$ cat src/oqrf_pkg.sv
// Shared types, constants and helper functions for the record queue framer.
// Has no dependencies. Every other file in src except oqrf_ram imports it.

package oqrf_pkg;

   localparam int QUEUE_DEPTH = 8;
   localparam int IDX_W       = $clog2(QUEUE_DEPTH);
   localparam int COUNT_W     = 8;
   localparam int RECORD_W    = 64;
   localparam int FRAME_LEN   = 10;
   localparam int BYTE_IDX_W  = $clog2(FRAME_LEN);

   localparam logic [7:0] CHAR_CR = 8'h0D;
   localparam logic [7:0] CHAR_LF = 8'h0A;
   localparam logic [BYTE_IDX_W-1:0] LAST_BYTE_IDX = BYTE_IDX_W'(FRAME_LEN - 1);

   typedef logic [IDX_W-1:0] idx_type;

   typedef enum logic [1:0] {
      CMD_PUSH = 2'd0,
      CMD_SEND = 2'd1,
      CMD_DONE = 2'd2
   } cmd_type;

   // One unit of work handed from the front end to the framer.
   typedef struct packed {
      logic [RECORD_W-1:0] rec;
      logic                is_frame;
      logic                tx_ready;
      logic [COUNT_W-1:0]  count;
   } entry_type;

   function automatic idx_type next_slot(input idx_type i);
      idx_type r;
      if (i == idx_type'(QUEUE_DEPTH - 1)) begin
         r = '0;
      end else begin
         r = i + 1'b1;
      end
      return r;
   endfunction

   function automatic logic [COUNT_W-1:0] waiting(input idx_type tail, input idx_type head);
      logic [IDX_W:0] d;
      if (tail >= head) begin
         d = {1'b0, tail} - {1'b0, head};
      end else begin
         d = {1'b0, tail} + (IDX_W + 1)'(QUEUE_DEPTH) - {1'b0, head};
      end
      return COUNT_W'(d);
   endfunction

   // Frame byte order: timestamp, instant sample, average sample, all big-endian, then CR LF.
   function automatic logic [7:0] frame_byte(input logic [RECORD_W-1:0] rec,
                                             input logic [BYTE_IDX_W-1:0] idx);
      logic [7:0] b;
      case (idx)
         4'd0: b = rec[63:56];
         4'd1: b = rec[55:48];
         4'd2: b = rec[47:40];
         4'd3: b = rec[39:32];
         4'd4: b = rec[31:24];
         4'd5: b = rec[23:16];
         4'd6: b = rec[15:8];
         4'd7: b = rec[7:0];
         4'd8: b = CHAR_CR;
         4'd9: b = CHAR_LF;
         default: b = 8'h00;
      endcase
      return b;
   endfunction

endpackage

$ cat src/overwrite_queue_record_framer_core.sv
// Channel   Direction  Payload
// req_*     in         tuser: cmd[1:0]; tdata: stamp, inst_sample, avg_sample
// rsp_*     out        tdata: out_byte, tx_ready, queue_count; tuser: byte_valid; tlast
//
// Push, transmit-complete and unused commands each give one status word. A send
// that frames a record holds the input while the record RAM read is registered,
// and gives ten words, one per cycle while the output is not stalled. A two-entry
// queue separates the front end from the framer; input stalls when it is full or
// while a send reads the record. Reset is synchronous; the record RAM is not cleared.
// Depends on oqrf_pkg, oqrf_front, oqrf_queue, oqrf_back.

module overwrite_queue_record_framer_core
   import oqrf_pkg::*;
(
   input  logic        clock,
   input  logic        reset,
   input  logic        req_tvalid,
   output logic        req_tready,
   input  logic [63:0] req_tdata,  // stamp[31:0], inst_sample[47:32], avg_sample[63:48]
   input  logic [1:0]  req_tuser,  // cmd[1:0]
   output logic        rsp_tvalid,
   input  logic        rsp_tready,
   output logic [23:0] rsp_tdata,  // out_byte[7:0], tx_ready[8], queue_count[16:9], zero
   output logic        rsp_tuser,  // byte_valid[0]
   output logic        rsp_tlast
);

   logic                q_push, q_pop, q_full, q_not_empty;
   entry_type           push_entry, head_entry;
   logic [RECORD_W-1:0] rec;
   logic [7:0]          out_byte;
   logic                out_tx_ready;
   logic [COUNT_W-1:0]  out_count;

   // Stored layout: stamp high, instant sample, average sample low.
   assign rec = {req_tdata[31:0], req_tdata[47:32], req_tdata[63:48]};

   oqrf_front u_front (
      .clock    (clock),
      .reset    (reset),
      .in_valid (req_tvalid),
      .in_ready (req_tready),
      .in_cmd   (req_tuser),
      .in_rec   (rec),
      .q_full   (q_full),
      .q_push   (q_push),
      .q_entry  (push_entry)
   );

   oqrf_queue u_queue (
      .clock      (clock),
      .reset      (reset),
      .push       (q_push),
      .push_entry (push_entry),
      .pop        (q_pop),
      .head_entry (head_entry),
      .not_empty  (q_not_empty),
      .full       (q_full)
   );

   oqrf_back u_back (
      .clock          (clock),
      .reset          (reset),
      .q_entry        (head_entry),
      .q_not_empty    (q_not_empty),
      .q_pop          (q_pop),
      .out_valid      (rsp_tvalid),
      .out_ready      (rsp_tready),
      .out_byte       (out_byte),
      .out_byte_valid (rsp_tuser),
      .out_last       (rsp_tlast),
      .out_tx_ready   (out_tx_ready),
      .out_count      (out_count)
   );

   assign rsp_tdata = {7'd0, out_count, out_tx_ready, out_byte};

   // A status word is always the only word of its command.
   a_status_last: assert property (@(posedge clock) disable iff (reset)
      rsp_tvalid && !rsp_tuser |-> rsp_tlast)
      else $error("status word without tlast");

   a_status_zero: assert property (@(posedge clock) disable iff (reset)
      rsp_tvalid && !rsp_tuser |-> rsp_tdata[7:0] == 8'h00)
      else $error("status word carries a nonzero byte");

   a_frame_end: assert property (@(posedge clock) disable iff (reset)
      rsp_tvalid && rsp_tuser && rsp_tlast |-> rsp_tdata[7:0] == CHAR_LF)
      else $error("frame does not end in LF");

   // During a frame the transmitter is always reported busy.
   a_frame_busy: assert property (@(posedge clock) disable iff (reset)
      rsp_tvalid && rsp_tuser |-> !rsp_tdata[8])
      else $error("frame word reports transmitter ready");

endmodule

$ cat src/oqrf_ram.sv
// Generic single-write, single-read RAM with a registered read port.
// No dependencies.

module oqrf_ram #(
   parameter int WIDTH = 8,
   parameter int DEPTH = 8
) (
   input  logic                     clock,
   input  logic                     wr_en,
   input  logic [$clog2(DEPTH)-1:0] wr_addr,
   input  logic [WIDTH-1:0]         wr_data,
   input  logic                     rd_en,
   input  logic [$clog2(DEPTH)-1:0] rd_addr,
   output logic [WIDTH-1:0]         rd_data
);

   logic [WIDTH-1:0] mem [DEPTH];
   logic [WIDTH-1:0] rd_data_ff;

   always_ff @(posedge clock) begin
      if (wr_en) begin
         mem[wr_addr] <= wr_data;
      end
      if (rd_en) begin
         rd_data_ff <= mem[rd_addr];
      end
   end

   assign rd_data = rd_data_ff;

endmodule

$ cat src/oqrf_front.sv
// Front end: accepts command words, keeps the ring indexes and busy flag,
// owns the record RAM and queues work entries. Depends on oqrf_pkg, oqrf_ram.

module oqrf_front
   import oqrf_pkg::*;
(
   input  logic                clock,
   input  logic                reset,
   input  logic                in_valid,
   output logic                in_ready,
   input  logic [1:0]          in_cmd,
   input  logic [RECORD_W-1:0] in_rec,
   input  logic                q_full,
   output logic                q_push,
   output entry_type           q_entry
);

   idx_type            head_ff, head_in;
   idx_type            tail_ff, tail_in;
   logic               busy_ff, busy_in;
   logic               pend_ff, pend_in;
   logic [COUNT_W-1:0] pend_count_ff, pend_count_in;

   logic                accept;
   logic                ram_we;
   logic                ram_re;
   logic [RECORD_W-1:0] ram_rdata;
   idx_type             tail_next;

   oqrf_ram #(.WIDTH(RECORD_W), .DEPTH(QUEUE_DEPTH)) u_store (
      .clock   (clock),
      .wr_en   (ram_we),
      .wr_addr (tail_ff),
      .wr_data (in_rec),
      .rd_en   (ram_re),
      .rd_addr (head_ff),
      .rd_data (ram_rdata)
   );

   // A send holds the input while the head record is read.
   assign in_ready  = !pend_ff && !q_full;
   assign accept    = in_valid && in_ready;
   assign tail_next = next_slot(tail_ff);

   always_comb begin
      head_in       = head_ff;
      tail_in       = tail_ff;
      busy_in       = busy_ff;
      pend_in       = 1'b0;
      pend_count_in = pend_count_ff;
      ram_we        = 1'b0;
      ram_re        = 1'b0;
      q_push        = 1'b0;
      q_entry       = '{rec: ram_rdata, is_frame: 1'b0, tx_ready: !busy_ff,
                        count: waiting(tail_ff, head_ff)};
      if (pend_ff) begin
         q_push           = 1'b1;
         q_entry.is_frame = 1'b1;
         q_entry.tx_ready = 1'b0;
         q_entry.count    = pend_count_ff;
      end else if (accept) begin
         case (cmd_type'(in_cmd))
            CMD_PUSH: begin
               ram_we  = 1'b1;
               tail_in = tail_next;
               if (tail_next == head_ff) begin
                  head_in = next_slot(head_ff);
               end
               q_push        = 1'b1;
               q_entry.count = waiting(tail_in, head_in);
            end
            CMD_SEND: begin
               if (head_ff != tail_ff && !busy_ff) begin
                  ram_re        = 1'b1;
                  head_in       = next_slot(head_ff);
                  busy_in       = 1'b1;
                  pend_in       = 1'b1;
                  pend_count_in = waiting(tail_ff, head_in);
               end else begin
                  q_push = 1'b1;
               end
            end
            CMD_DONE: begin
               busy_in          = 1'b0;
               q_push           = 1'b1;
               q_entry.tx_ready = 1'b1;
            end
            default: begin
               q_push = 1'b1;
            end
         endcase
      end
   end

   always_ff @(posedge clock) begin
      if (reset) begin
         head_ff <= '0;
         tail_ff <= '0;
         busy_ff <= 1'b0;
         pend_ff <= 1'b0;
      end else begin
         head_ff <= head_in;
         tail_ff <= tail_in;
         busy_ff <= busy_in;
         pend_ff <= pend_in;
      end
      pend_count_ff <= pend_count_in;
   end

endmodule

$ cat src/oqrf_queue.sv
// Two-entry queue of work entries between the front end and the framer.
// Depends on oqrf_pkg.

module oqrf_queue
   import oqrf_pkg::*;
(
   input  logic      clock,
   input  logic      reset,
   input  logic      push,
   input  entry_type push_entry,
   input  logic      pop,
   output entry_type head_entry,
   output logic      not_empty,
   output logic      full
);

   entry_type  slot_ff [2];
   logic       wr_ptr_ff, wr_ptr_in;
   logic       rd_ptr_ff, rd_ptr_in;
   logic [1:0] count_ff, count_in;

   assign not_empty  = count_ff != 2'd0;
   assign full       = count_ff == 2'd2;
   assign head_entry = slot_ff[rd_ptr_ff];

   always_comb begin
      wr_ptr_in = push ? !wr_ptr_ff : wr_ptr_ff;
      rd_ptr_in = pop ? !rd_ptr_ff : rd_ptr_ff;
      count_in  = count_ff + {1'b0, push} - {1'b0, pop};
   end

   always_ff @(posedge clock) begin
      if (reset) begin
         wr_ptr_ff <= 1'b0;
         rd_ptr_ff <= 1'b0;
         count_ff  <= 2'd0;
      end else begin
         wr_ptr_ff <= wr_ptr_in;
         rd_ptr_ff <= rd_ptr_in;
         count_ff  <= count_in;
      end
      if (push) begin
         slot_ff[wr_ptr_ff] <= push_entry;
      end
   end

endmodule

$ cat src/oqrf_back.sv
// Framer: turns queued entries into result words, ten per frame or one status
// word, through a registered output stage. Depends on oqrf_pkg.

module oqrf_back
   import oqrf_pkg::*;
(
   input  logic               clock,
   input  logic               reset,
   input  entry_type          q_entry,
   input  logic               q_not_empty,
   output logic               q_pop,
   output logic               out_valid,
   input  logic               out_ready,
   output logic [7:0]         out_byte,
   output logic               out_byte_valid,
   output logic               out_last,
   output logic               out_tx_ready,
   output logic [COUNT_W-1:0] out_count
);

   logic [BYTE_IDX_W-1:0] idx_ff, idx_in;
   logic                  valid_ff, valid_in;
   logic [7:0]            byte_ff, byte_in;
   logic                  bvalid_ff, bvalid_in;
   logic                  last_ff, last_in;
   logic                  txr_ff, txr_in;
   logic [COUNT_W-1:0]    count_ff, count_in;
   logic                  load;

   assign load = q_not_empty && (!valid_ff || out_ready);

   always_comb begin
      idx_in    = idx_ff;
      valid_in  = valid_ff && !out_ready;
      byte_in   = byte_ff;
      bvalid_in = bvalid_ff;
      last_in   = last_ff;
      txr_in    = txr_ff;
      count_in  = count_ff;
      q_pop     = 1'b0;
      if (load) begin
         valid_in  = 1'b1;
         byte_in   = q_entry.is_frame ? frame_byte(q_entry.rec, idx_ff) : 8'h00;
         bvalid_in = q_entry.is_frame;
         last_in   = !q_entry.is_frame || idx_ff == LAST_BYTE_IDX;
         txr_in    = q_entry.tx_ready;
         count_in  = q_entry.count;
         if (last_in) begin
            q_pop  = 1'b1;
            idx_in = '0;
         end else begin
            idx_in = idx_ff + 1'b1;
         end
      end
   end

   always_ff @(posedge clock) begin
      if (reset) begin
         idx_ff   <= '0;
         valid_ff <= 1'b0;
      end else begin
         idx_ff   <= idx_in;
         valid_ff <= valid_in;
      end
      byte_ff   <= byte_in;
      bvalid_ff <= bvalid_in;
      last_ff   <= last_in;
      txr_ff    <= txr_in;
      count_ff  <= count_in;
   end

   assign out_valid      = valid_ff;
   assign out_byte       = byte_ff;
   assign out_byte_valid = bvalid_ff;
   assign out_last       = last_ff;
   assign out_tx_ready   = txr_ff;
   assign out_count      = count_ff;

endmodule

$ cat config.mk
export PLATFORM = sky130hd
export DESIGN_NAME = overwrite_queue_record_framer_core
export DESIGN_NICKNAME = d
export VERILOG_FILES = /design/src/oqrf_pkg.sv /design/src/overwrite_queue_record_framer_core.sv /design/src/oqrf_ram.sv /design/src/oqrf_front.sv /design/src/oqrf_queue.sv /design/src/oqrf_back.sv
export SDC_FILE = /design/constraint.sdc
export NUM_CORES = 1
export LEC_CHECK = 0
export ABC_CLOCK_PERIOD_IN_PS = 7310
export BUFFER_PORTS_ARGS = -buffer_cell sky130_fd_sc_hd__buf_2
export CAP_MARGIN = 5
export CORE_MARGIN = 5
export CORE_UTILIZATION = 40
export DETAILED_ROUTE_END_ITERATION = 6
export GPL_TIMING_DRIVEN = 0
export PLACE_DENSITY = 0.64
export SETUP_SLACK_MARGIN = 0.15
export SYNTH_ARGS = -nofsm -noshare
export SYNTH_HDL_FRONTEND = slang
export SYNTH_SLANG_ARGS = --single-unit
$ cat constraint.sdc
create_clock -name clock -period 7.31 [get_ports clock]
set_input_delay 0 -clock clock [delete_from_list [all_inputs] [get_ports clock]]
set_output_delay 0 -clock clock [all_outputs]
set_load 0.01 [all_outputs]
## Yosys cells after proc, flatten, opt, wreduce, memory -nomap -nowiden

Memories as Yosys holds them, arrays and structs flattened. A register that Yosys moved wholly into a read port is not among the register bits.
Index checks and enable logic that the tools add are counted.

| word-level totals | value |
|---|---|
| bits in writable memories | 660 |
| input port bits | 70 |
| register bits | 40 |
| memories | 2 |
| logic and storage cells | 119 |

| operators by class | value |
|---|---|
| magnitude comparators | 3 |
| add/subtract/negate cells | 13 |
| reduce and logical (&&, ||, !) cells | 24 |
| multiplexer cells | 44 |
| bitwise gates (word level) | 1 |
| equal/unequal tests | 17 |

Memories:

| name | depth | width | read ports | clocked after Yosys merged registers in | wr ports | line | source |
|---|---|---|---|---|---|---|---|
| u_front.u_store.mem | 8 | 64 | 1 | 1 | 1 | oqrf_ram.sv:17 | `logic [WIDTH-1:0] mem [DEPTH];` |
| u_queue.slot_ff | 2 | 74 | 1 | 1 | 1 | oqrf_queue.sv:17 | `entry_type slot_ff [2];` |

Operators with widths:

| kind | number |
|---|---|
| $pmux W8 S10 | 1 |
| $mux W3 | 11 |
| $mux W1 | 23 |
| $mux W4 | 5 |
| $mux W9 | 2 |
| $eq A4 B3 Y1 const B | 4 |
| $reduce_and A4 Y1 | 3 |
| $sub A3 B3 Y4 | 3 |
| $sub A4 B3 Y4 | 3 |
| $ge A3 B3 Y1 | 3 |
| $add A3 B4 Y4 const B | 2 |
| $eq A4 B2 Y1 const B | 2 |
| $eq A4 B4 Y1 const B | 2 |
| $logic_not A1 Y1 | 8 |
| $add A3 B1 Y3 const B | 2 |
| $eq A3 B3 Y1 const B | 2 |
| $pmux W3 S2 | 1 |
| $reduce_bool A2 Y1 | 3 |
| $logic_and A1 B1 Y1 | 5 |
| $add A4 B1 Y4 const B | 1 |
| $eq A2 B2 Y1 const B | 2 |
| $eq A4 B1 Y1 const B | 1 |
| $logic_not A4 Y1 | 1 |
| $eq A3 B3 Y1 | 1 |
| other kinds (10) | 11 |

## Logic depth before layout (Yosys ltp)

Gate-level depths: netlist of run 1.

| depth | value |
|---|---|
| word-level depth | 12 |
| gate-level depth with buffers | 13 |
| depth with buffers taken out | 13 |

## By module

From an unflattened synthesis of run 1, not the netlist that was laid out.

| second synthesis, totals | value |
|---|---|
| cell total of the unflattened synthesis | 1361 |
| area total of the unflattened synthesis | 29694.7 µm² |

Modules (own cells, without submodules):

| module | sequential area each (µm²) | times used | area each (µm²) | cells an instance |
|---|---|---|---|---|
| oqrf_ram | 17296.6 | 1 | 21187.8 | 816 |
| oqrf_queue | 4544.4 | 1 | 5805.6 | 251 |
| oqrf_back | 670.6 | 1 | 1387.6 | 138 |
| oqrf_front | 280.3 | 1 | 1249.9 | 147 |
| overwrite_queue_record_framer_core | 0.0 | 1 | 63.8 | 9 |

## Least setup slack after synthesis of run 1

No wires, ideal clock.

| timing | value |
|---|---|
| path type | register to register |
| start point | reg u_front.pend_ff |
| end point | mem u_front.u_store.mem[2][0] in the netlist's numbering, enable pin |
| slack | -612 ps |
| library setup time | 643 ps |
| arrival | 7279 ps |
| clock period less this slack | 7922 ps |
| path buffers | 2 |
| stages on the path, launching flop included | 6 |
| cell sequence | dfxtp_1 > clkbuf_1 > nor3b_2 > nand2_1 > clkbuf_1 > nor4_1 |

| on the way | value |
|---|---|
| longest elaborated chain between the ends | 7 |

Ends and longest elaborated chain:

| what | line | source |
|---|---|---|
| start: declaration | oqrf_front.sv:21 | `logic pend_ff, pend_in;` |
| start signal: assignment | oqrf_front.sv:105 | `pend_ff <= pend_in;` |
| $logic_not A1 Y1 | oqrf_front.sv:41 | `assign in_ready = !pend_ff && !q_full;` |
| $logic_and A1 B1 Y1 | oqrf_front.sv:41 |  |
| $logic_and A1 B1 Y1 | oqrf_front.sv:42 | `assign accept = in_valid && in_ready;` |
| $mux W1 | oqrf_front.sv:61 | `end else if (accept) begin` |
| $mux W1 (*) | oqrf_front.sv:56 | `if (pend_ff) begin` |
| $mux W1 (*) | oqrf_ram.sv:21 | `if (wr_en) begin` |
| $mux W1 (implied by the code) (*) | oqrf_ram.sv:22 | `mem[wr_addr] <= wr_data;` |
| end: declaration | oqrf_ram.sv:17 |  |

Every way passes the cells marked *; elsewhere a longest branch is shown, timed or not.

## Worst setup path in the final report of run 1

| timing | value |
|---|---|
| start point | reg u_front.head_ff[1] |
| end point | mem u_queue.slot_ff[1][36] in the netlist's numbering, enable pin |

| on the way | value |
|---|---|
| longest elaborated chain between the ends | 8 |

Ends and longest elaborated chain:

| what | line | source |
|---|---|---|
| start: declaration | oqrf_front.sv:18 | `idx_type head_ff, head_in;` |
| start signal: assignment | oqrf_front.sv:102 | `head_ff <= head_in;` |
| $ne A3 B3 Y1 | oqrf_front.sv:73 | `if (head_ff != tail_ff && !busy_ff) begin` |
| $logic_and A1 B1 Y1 | oqrf_front.sv:73 |  |
| $mux W1 | oqrf_front.sv:73 |  |
| $mux W1 | oqrf_front.sv:62 | `case (cmd_type'(in_cmd))` |
| $mux W1 | oqrf_front.sv:61 |  |
| $mux W1 | oqrf_front.sv:56 |  |
| $mux W1 | oqrf_queue.sv:42 | `if (push) begin` |
| $mux W1 (implied by the code) | oqrf_queue.sv:43 | `slot_ff[wr_ptr_ff] <= push_entry;` |
| end: declaration | oqrf_queue.sv:17 |  |

Every way passes these cells.

==> flow_metrics.tcl, run 1 <==
set metrics [dict create \
    outcome "complete, no violations" \
    setup_viol 0 \
    post-route-drc-count 0 \
    timing.critical_path.from_type "flop" \
    cts.clk_slew.worst_paths_ps 60 \
    timing_hold_violations_final 0 \
    critical_register_to_register_path_endpoint "u_queue.slot_ff[1][36]" \
    post_drt_wl_per_cell_um 21.5 \
    finalWorstPathRequiredPeriod_ps 4400 \
    flow.area_growth_from_synthesis_pct 18.8 \
    port_buffers 85 \
    die_height_um 278 \
    synth_edf_count 735 \
    async_flop_share 0 \
    crit_path_frequent_cell "clkbuf_1" \
    cts-resized-gates 0 \
    cell_depth_of_the_worst_flop_to_flop_path 10 \
    ant_nets 0 \
    synth-xor-area-share 0.00213 \
    critical_path.cell_chain "buf_2, clkbuf_1, clkbuf_1, inv_1, ha_1, nand3_1, nand3b_1, a21oi_1, nor2b_4, buf_12" \
    synth_area_leader_cell "edfxtp_1" \
    slew-limit-headroom 0.345 \
    finalClockSkew_ps 19.8 \
    post_synthesis_register_bit_count 753 \
    clock_tree_from_tritoncts "yes" \
    synthesis.area_sq_mm 0.0288 \
    synthDominantCellAreaShare 0.767 \
    worst_ep_required_time_ps 7620 \
    post_cts_buffers 0 \
    max_cap_viol_count 0 \
    grt-ovfl-total 0 \
    postSynthCellCount 1483 \
    worst_ir_drop_vdd_mv 0.165 \
    clock.fmax_ghz 0.227 \
    power.density_mw_per_mm2 275 \
    largest_net_degree_at_the_start_of_global_routing 36 \
    ys.flop_type "edfxtp_1" \
    synth_top_family_by_area "multiplexers" \
    clock_insertion_delay_worst_skew_ps 610 \
    path_class "reg2reg" \
    rsz0062_at_grt "false" \
    drtPass1Iterations 6 \
    design.portCount 98 \
    crit_path_top_delay_cell "clkbuf_1" \
    number_of_vias_per_cell 5.10 \
    cts_inserted_buffers 77 \
    p_leak_nw 11.3 \
    yosys-mux-area-fraction 0.125 \
    initialDrtViolationCount 1120 \
    timing.final.max_slew_violations 0 \
    holdPathStages 5 \
    antenna_found_initial 1 \
    cts_htree_levels 3 \
    floorplan.initialDensity 0.403 \
    floorplan.core_area_sq_mm 0.0714 \
    dp_hpwl_um 41400 \
    die_area_sq_mm 0.0774 \
    worstPathMaxFanout 26 \
    row_count 98 \
    timing.hold.worst.class "in2reg" \
    rr_startpoint "u_front.head_ff[1]" \
    wire_length_of_the_first_global_routing_pass_um 92700 \
    cp-end-kind "flop" \
    synth.distinct_cells 49 \
    syn_avg_cell_area_sq_um 19.4 \
    globalplace.congestion 0.881 \
    clock_sinks 753 \
    yosys.area_share.adder 0.0130 \
    cts_buffer_depth 3 \
    antenna_cells_inserted 0 \
    clockRootBuffer "clkbuf_16" \
    holdCritStartpoint "req_tuser[0]" \
    post_synth_and_or_nand_nor_area_fraction 0.0444 \
    nets 1896 \
    placement.cell_area_sq_mm 0.0313 \
    max_slew.worst_pin.slew_ps 974 \
    fraction_of_final_layout_cells_with_drive_strength_greater_than_1 0.239 \
    setup_total_negative_slack_ps 0 \
    timing.critical_path.slowest_cell_delay_ps 710 \
    via_count_of_the_first_global_routing_pass 15200 \
    routed_wirelength_um 60300 \
    final_cell_area_sq_mm 0.0342 \
    cts-hold-fix-buffers 70 \
    num-fill-cells 5965 \
    cp.arrival_ps 4710 \
    synth_sequential_area_ratio 0.780 \
    layout_worst_path_cycle_share 0.602 \
    rrSetupSlack_ps 2910 \
    die_width_um 278 \
    ys_warnings 0 \
    synth_top_cells_by_area "edfxtp_1 77%, mux4_2 10%, nand2_1 2.9%, mux2i_1 2.0%, dfxtp_1 1.3%" \
    worst_hold_path.endpoint "u_queue.slot_ff[1][8]" \
    routed-via-count 14300 \
    global_route.usage.total 0.156 \
    synth_area_in_compound_gates 0.0191 \
]
-- worst max-delay path: cells and delay by family, from the launching register on --
| kind | cells | cell delay [ps] |
|---|---|---|
| flops | 1 | 380 |
| buf+inv | 5 | 2060 |
| simple gates | 3 | 1090 |
| fa+ha+maj | 1 | 320 |
| compound gates | 1 | 210 |
-- routing by layer --
layer | share of wire | track usage | up-vias | wire (um)
li1 | - | - | 6457 | -
met1 | 0.43 | 0.212 | 7328 | 25900
met2 | 0.49 | 0.258 | 399 | 29600
met3 | 0.054 | 0.0290 | 111 | 3230
met4 | 0.026 | 0.0514 | 2 | 1560
met5 | 0.00022 | 0 | - | 13
-- layout make-up --
| cell class | instances | area, sq um | area share |
|---|---|---|---|
| well taps | 950 | 1190 | 0.0348 |
| clock buffers | 97 | 2040 | 0.0598 |
| plain buffers | 77 | 362 | 0.0106 |
| clock inverters | 35 | 170 | 0.00498 |
| flip-flops and latches | 753 | 22400 | 0.656 |
| multi-input cells | 634 | 5970 | 0.175 |
| inverters | 29 | 109 | 0.00318 |
| repair buffers | 227 | 1900 | 0.0555 |
-- cell usage in the layout (no fill, tap or decap), types with 5 or more instances in the layout --
cell type,synthesis,routed
conb_1,1,11
buf_6,0,29
inv_1,29,29
dfxtp_1,18,18
buf_12,0,8
inv_6,0,5
clkinv_1,0,19
buf_2,19,104
nor4_1,12,9
mux2_2,13,13
edfxtp_1,735,735
fa_1,5,5
xnor2_1,5,5
nor2_1,34,32
mux4_2,128,128
o22ai_1,24,24
a21oi_1,26,26
dlygate4sd3_1,0,70
buf_4,13,45
nand2_1,225,225
mux2i_1,57,57
clkbuf_1,39,57
ha_1,22,22
clkinv_2,0,11
clkbuf_16,0,79
buf_1,6,6
o21ai_0,9,9
nor2b_1,9,7
-- registers in the layout, summed over array words and instances, names as in the netlist, named ones only --
signal	flops
u_back.idx_ff	4
u_queue.wr_ptr_ff	1
u_front.u_store.rd_data	64
u_front.u_store.mem	512
u_front.head_ff	3
u_back.out_count	4
u_front.pend_ff	1
u_queue.rd_ptr_ff	1
u_queue.slot_ff	140
u_queue.count_ff	2
u_back.out_tx_ready	1
u_back.out_valid	1
u_back.out_last	1
u_front.busy_ff	1
u_back.out_byte	8
u_front.tail_ff	3
u_front.pend_count_ff	4
u_back.out_byte_valid	1
-- logic make-up after synthesis --
kind of cell | count (synthesis)
other cells | 1
fa+ha+maj | 27
mux | 198
compound gates | 83
buf+inv | 106
flops | 753
simple gates | 308
xor+xnor | 7
-- where the power goes --
group / switching, mW / internal, mW / leakage, nW
clock network: 1.52 / 1.97 / 1.09
logic: 0.564 / 0.361 / 3.41
registers: 0.0473 / 4.94 / 6.82
total: 2.13 / 7.27 / 11.3
-- Yosys cell counts, types with 2 or more instances --
master      n
xor2_1      2
xnor2_1     5
nor2b_1     9
clkbuf_1   39
inv_1      29
nand2b_1    3
a221oi_2    2
mux2i_1    57
a221oi_1    4
ha_1       22
fa_1        5
nor2_1     34
dfxtp_1    18
nor3_1      8
and2_1      4
a21o_1      4
nor4_1     12
buf_1       6
nand3_1     4
edfxtp_1  735
o21ai_0     9
mux2_2     13
o22ai_1    24
buf_2      19
buf_4      13
mux4_2    128
nand2_1   225
a21oi_1    26
a22oi_1     4
-- worst max-delay path by stage --
stage | startpoint | endpoint | slack [ps]
after floorplan | u_front.pend_ff | u_front.u_store.mem[2][0] | -610
after global placement | u_front.pend_ff | u_front.u_store.mem[1][28] | -7210
after detailed placement | u_front.head_ff[1] | u_queue.slot_ff[1][37] | 2840
after CTS | u_front.head_ff[1] | u_queue.slot_ff[1][48] | 2820
after global routing | u_front.head_ff[1] | u_queue.slot_ff[1][35] | 2610
final | u_front.head_ff[1] | u_queue.slot_ff[1][36] | 2910
-- metrics by stage --
step / util / power (mW) / instances / setup WS [ps] / hold slack [ps]
3_3_place_gp: 0.426 / 5.94 / 2528 / -7210 / 261
4_1_cts: 0.479 / 9.50 / 2802 / 2820 / 21.3
2_1_floorplan: - / 5.63 / 1493 / -612 / 98.9
6_report: 0.479 / 9.41 / 2802 / 2910 / 58.6
5_1_grt: 0.479 / 9.77 / 2802 / 2610 / 91.6
3_5_place_dp: 0.438 / 5.97 / 2600 / 2840 / 266
(Power assumes the default switching activity.)
==> run 2: changes to the inputs <==
- ABC_CLOCK_PERIOD_IN_PS: 7310 -> 4100
- PLACE_DENSITY: 0.64 -> 0.61
- clock period: 7.31 -> 4.1 ns (I/O delays scaled with it)
==> run 2 against run 1 <==
Final cell count down 0.54%. First-iteration DRC count decreased by 3.7%. Combinational power increased by 79%. Critical path depth rose by 3. Largest power group unchanged. Highest routed layer is now met4.
==> flow_metrics.tcl, run 2 (synthesized netlist as in run 1, its figures left out) <==
set metrics [dict create \
    outcome "complete, no violations" \
    slew-limit-headroom 0.319 \
    clock_sinks 753 \
    rrSetupSlack_ps 460 \
    timing_hold_violations_final 0 \
    cp-end-kind "flop" \
    die_height_um 278 \
    cp.arrival_ps 4050 \
    power.density_mw_per_mm2 496 \
    rsz0062_at_grt "false" \
    mostFrequentLayoutCell "edfxtp_1" \
    routed-via-count 14200 \
    grt-ovfl-total 0 \
    flow.area_growth_from_synthesis_pct 20.3 \
    largest_register_ff_count 512 \
    clock_tree_from_tritoncts "yes" \
    timing.hold.worst.class "in2reg" \
    nets 1872 \
    floorplan.initialDensity 0.403 \
    routed_wirelength_um 60100 \
    worst_ir_drop_vdd_mv 0.307 \
    layout.area.seq_sq_mm 0.0224 \
    post-route-drc-count 0 \
    cts_htree_levels 3 \
    initialDrtViolationCount 1079 \
    worstPathMaxFanout 10 \
    setup.worst_path.end "u_queue.slot_ff[0][3]" \
    cts_buffer_depth 3 \
    critPathLaunch "u_front.tail_ff[1]" \
    layoutNonFillerInstCount 2787 \
    row_count 98 \
    clock.fmax_ghz 0.275 \
    die_area_sq_mm 0.0774 \
    wire_length_of_the_first_global_routing_pass_um 91900 \
    setup_viol 0 \
    critical_register_to_register_path_endpoint "u_queue.slot_ff[0][3]" \
    finalClockSkew_ps 23.2 \
    post_cts_buffers 0 \
    layout_worst_path_cycle_share 0.887 \
    num-fill-cells 5941 \
    drtPass1Iterations 7 \
    fin_total_pwr_mw 17.2 \
    clockRootBuffer "clkbuf_16" \
    multiInputGateArea_sq_mm 0.00604 \
    max_cap_viol_count 0 \
    max_slew.worst_pin.slew_ps 1020 \
    largest_net_degree_at_the_start_of_global_routing 38 \
    cts.clk_slew.worst_paths_ps 60 \
    design.portCount 98 \
    floorplan.core_area_sq_mm 0.0714 \
    die_width_um 278 \
    finalWorstPathRequiredPeriod_ps 3640 \
    place_inst 2574 \
    via_count_of_the_first_global_routing_pass 14900 \
    antenna_found_initial 3 \
    globalplace.congestion 0.848 \
    timing.final.max_slew_violations 0 \
    regMostFlops "u_front.u_store.mem" \
    port_buffers 85 \
    clock_insertion_delay_worst_skew_ps 620 \
    path_class "reg2reg" \
    rr_startpoint "u_front.tail_ff[1]" \
    dp_hpwl_um 40900 \
    number_of_vias_per_cell 5.08 \
    cts_inserted_buffers 77 \
    post_drt_wl_per_cell_um 21.6 \
    fraction_of_final_layout_cells_with_drive_strength_greater_than_1 0.234 \
    worst_ep_required_time_ps 4510 \
    timing.critical_path.from_type "flop" \
    global_route.usage.total 0.155 \
    ant_nets 0 \
    cell_depth_of_the_worst_flop_to_flop_path 13 \
    layout.cells.most_common_list "735 x edfxtp_1, 225 x nand2_1, 128 x mux4_2" \
    p_leak_nw 11.4 \
]
run 2: changes by cell type in the layout (fill, tap and decap cells not counted), moves of 4 or more:
| cell | before | now |
|---|---|---|
| buf_16 | 0 | 21 |
| buf_6 | 29 | 13 |
| buf_4 | 45 | 13 |
| nor3_2 | 4 | 0 |
| nor3_4 | 0 | 4 |
| clkbuf_1 | 57 | 51 |
| bufinv_16 | 0 | 5 |
run 2: power breakdown:
part	switching, mW	total, mW	internal, mW
clock network	2.83	6.62	3.79
registers	0.0856	8.90	8.81
logic	1.01	1.66	0.652
run 2: routing by layer:
metal  routed length [um]  vias up  global-route usage
li1                     -     6423                   -
met1                26200     7314               0.214
met2                29800      345               0.259
met3                 2910       74              0.0255
met4                 1160        0              0.0440
met5                    0        -                   0
run 2: stage by stage:
stage	setup TNS, ps	setup WS [ps]	instance area, sq um	hold WS, ps	utilization
3_3_place_gp	-1823810	-5420	30500	260	0.427
5_1_grt	0	234	34600	83.6	0.485
2_1_floorplan	-231100	-1160	28900	98.9	-
3_5_place_dp	-34750	-345	31500	264	0.441
6_report	0	463	34600	73.1	0.485
4_1_cts	0	219	34600	41.2	0.485
run 2: area by class of cell:
cell class                 count  share of cell area
sequential                   753               0.648
multi-input combinational    636               0.175
timing repair buffer         202              0.0598
clock buffer                  91              0.0572
tap                          950              0.0343
clock inverter                47              0.0121
buffer                        76              0.0104
inverter                      29             0.00314
antenna                        3            0.000217
run 2: worst min path at each step:
stage / endpoint / slack [ps] / startpoint / cells after the start
floorplan: u_front.u_store.mem[0][0] / 100 / req_tdata[48] / 0
global placement: u_front.u_store.mem[2][21] / 260 / req_tdata[37] / 1
detailed placement: u_front.u_store.mem[1][33] / 260 / req_tdata[1] / 1
CTS: u_queue.slot_ff[0][8] / 40 / req_tvalid / 4
global route: u_queue.slot_ff[1][8] / 80 / req_tvalid / 4
finish: u_queue.slot_ff[0][8] / 70 / req_tvalid / 4
run 2: worst max-delay path, cell delays in order (launching register included):
cell	delay, ps
dfxtp_4	410
ha_1	210
ha_1	370
xnor2_1	270
o2111ai_4	230
mux2_2	300
ha_1	200
inv_1	60
ha_1	190
a21o_1	170
fa_1	380
nor3_1	260
xnor2_1	130
a221oi_2	280
run 2: repair_timing:
| action | CTS | global route |
|---|---|---|
| endpoints found under the hold margin | 520 | 0 |
| hold buffers | 71 | 0 |
| setup endpoints to repair | 145 | 128 |
| pin swaps | 1 | 0 |
| cloned | 2 | 0 |
| gates resized for setup | 3 | 2 |
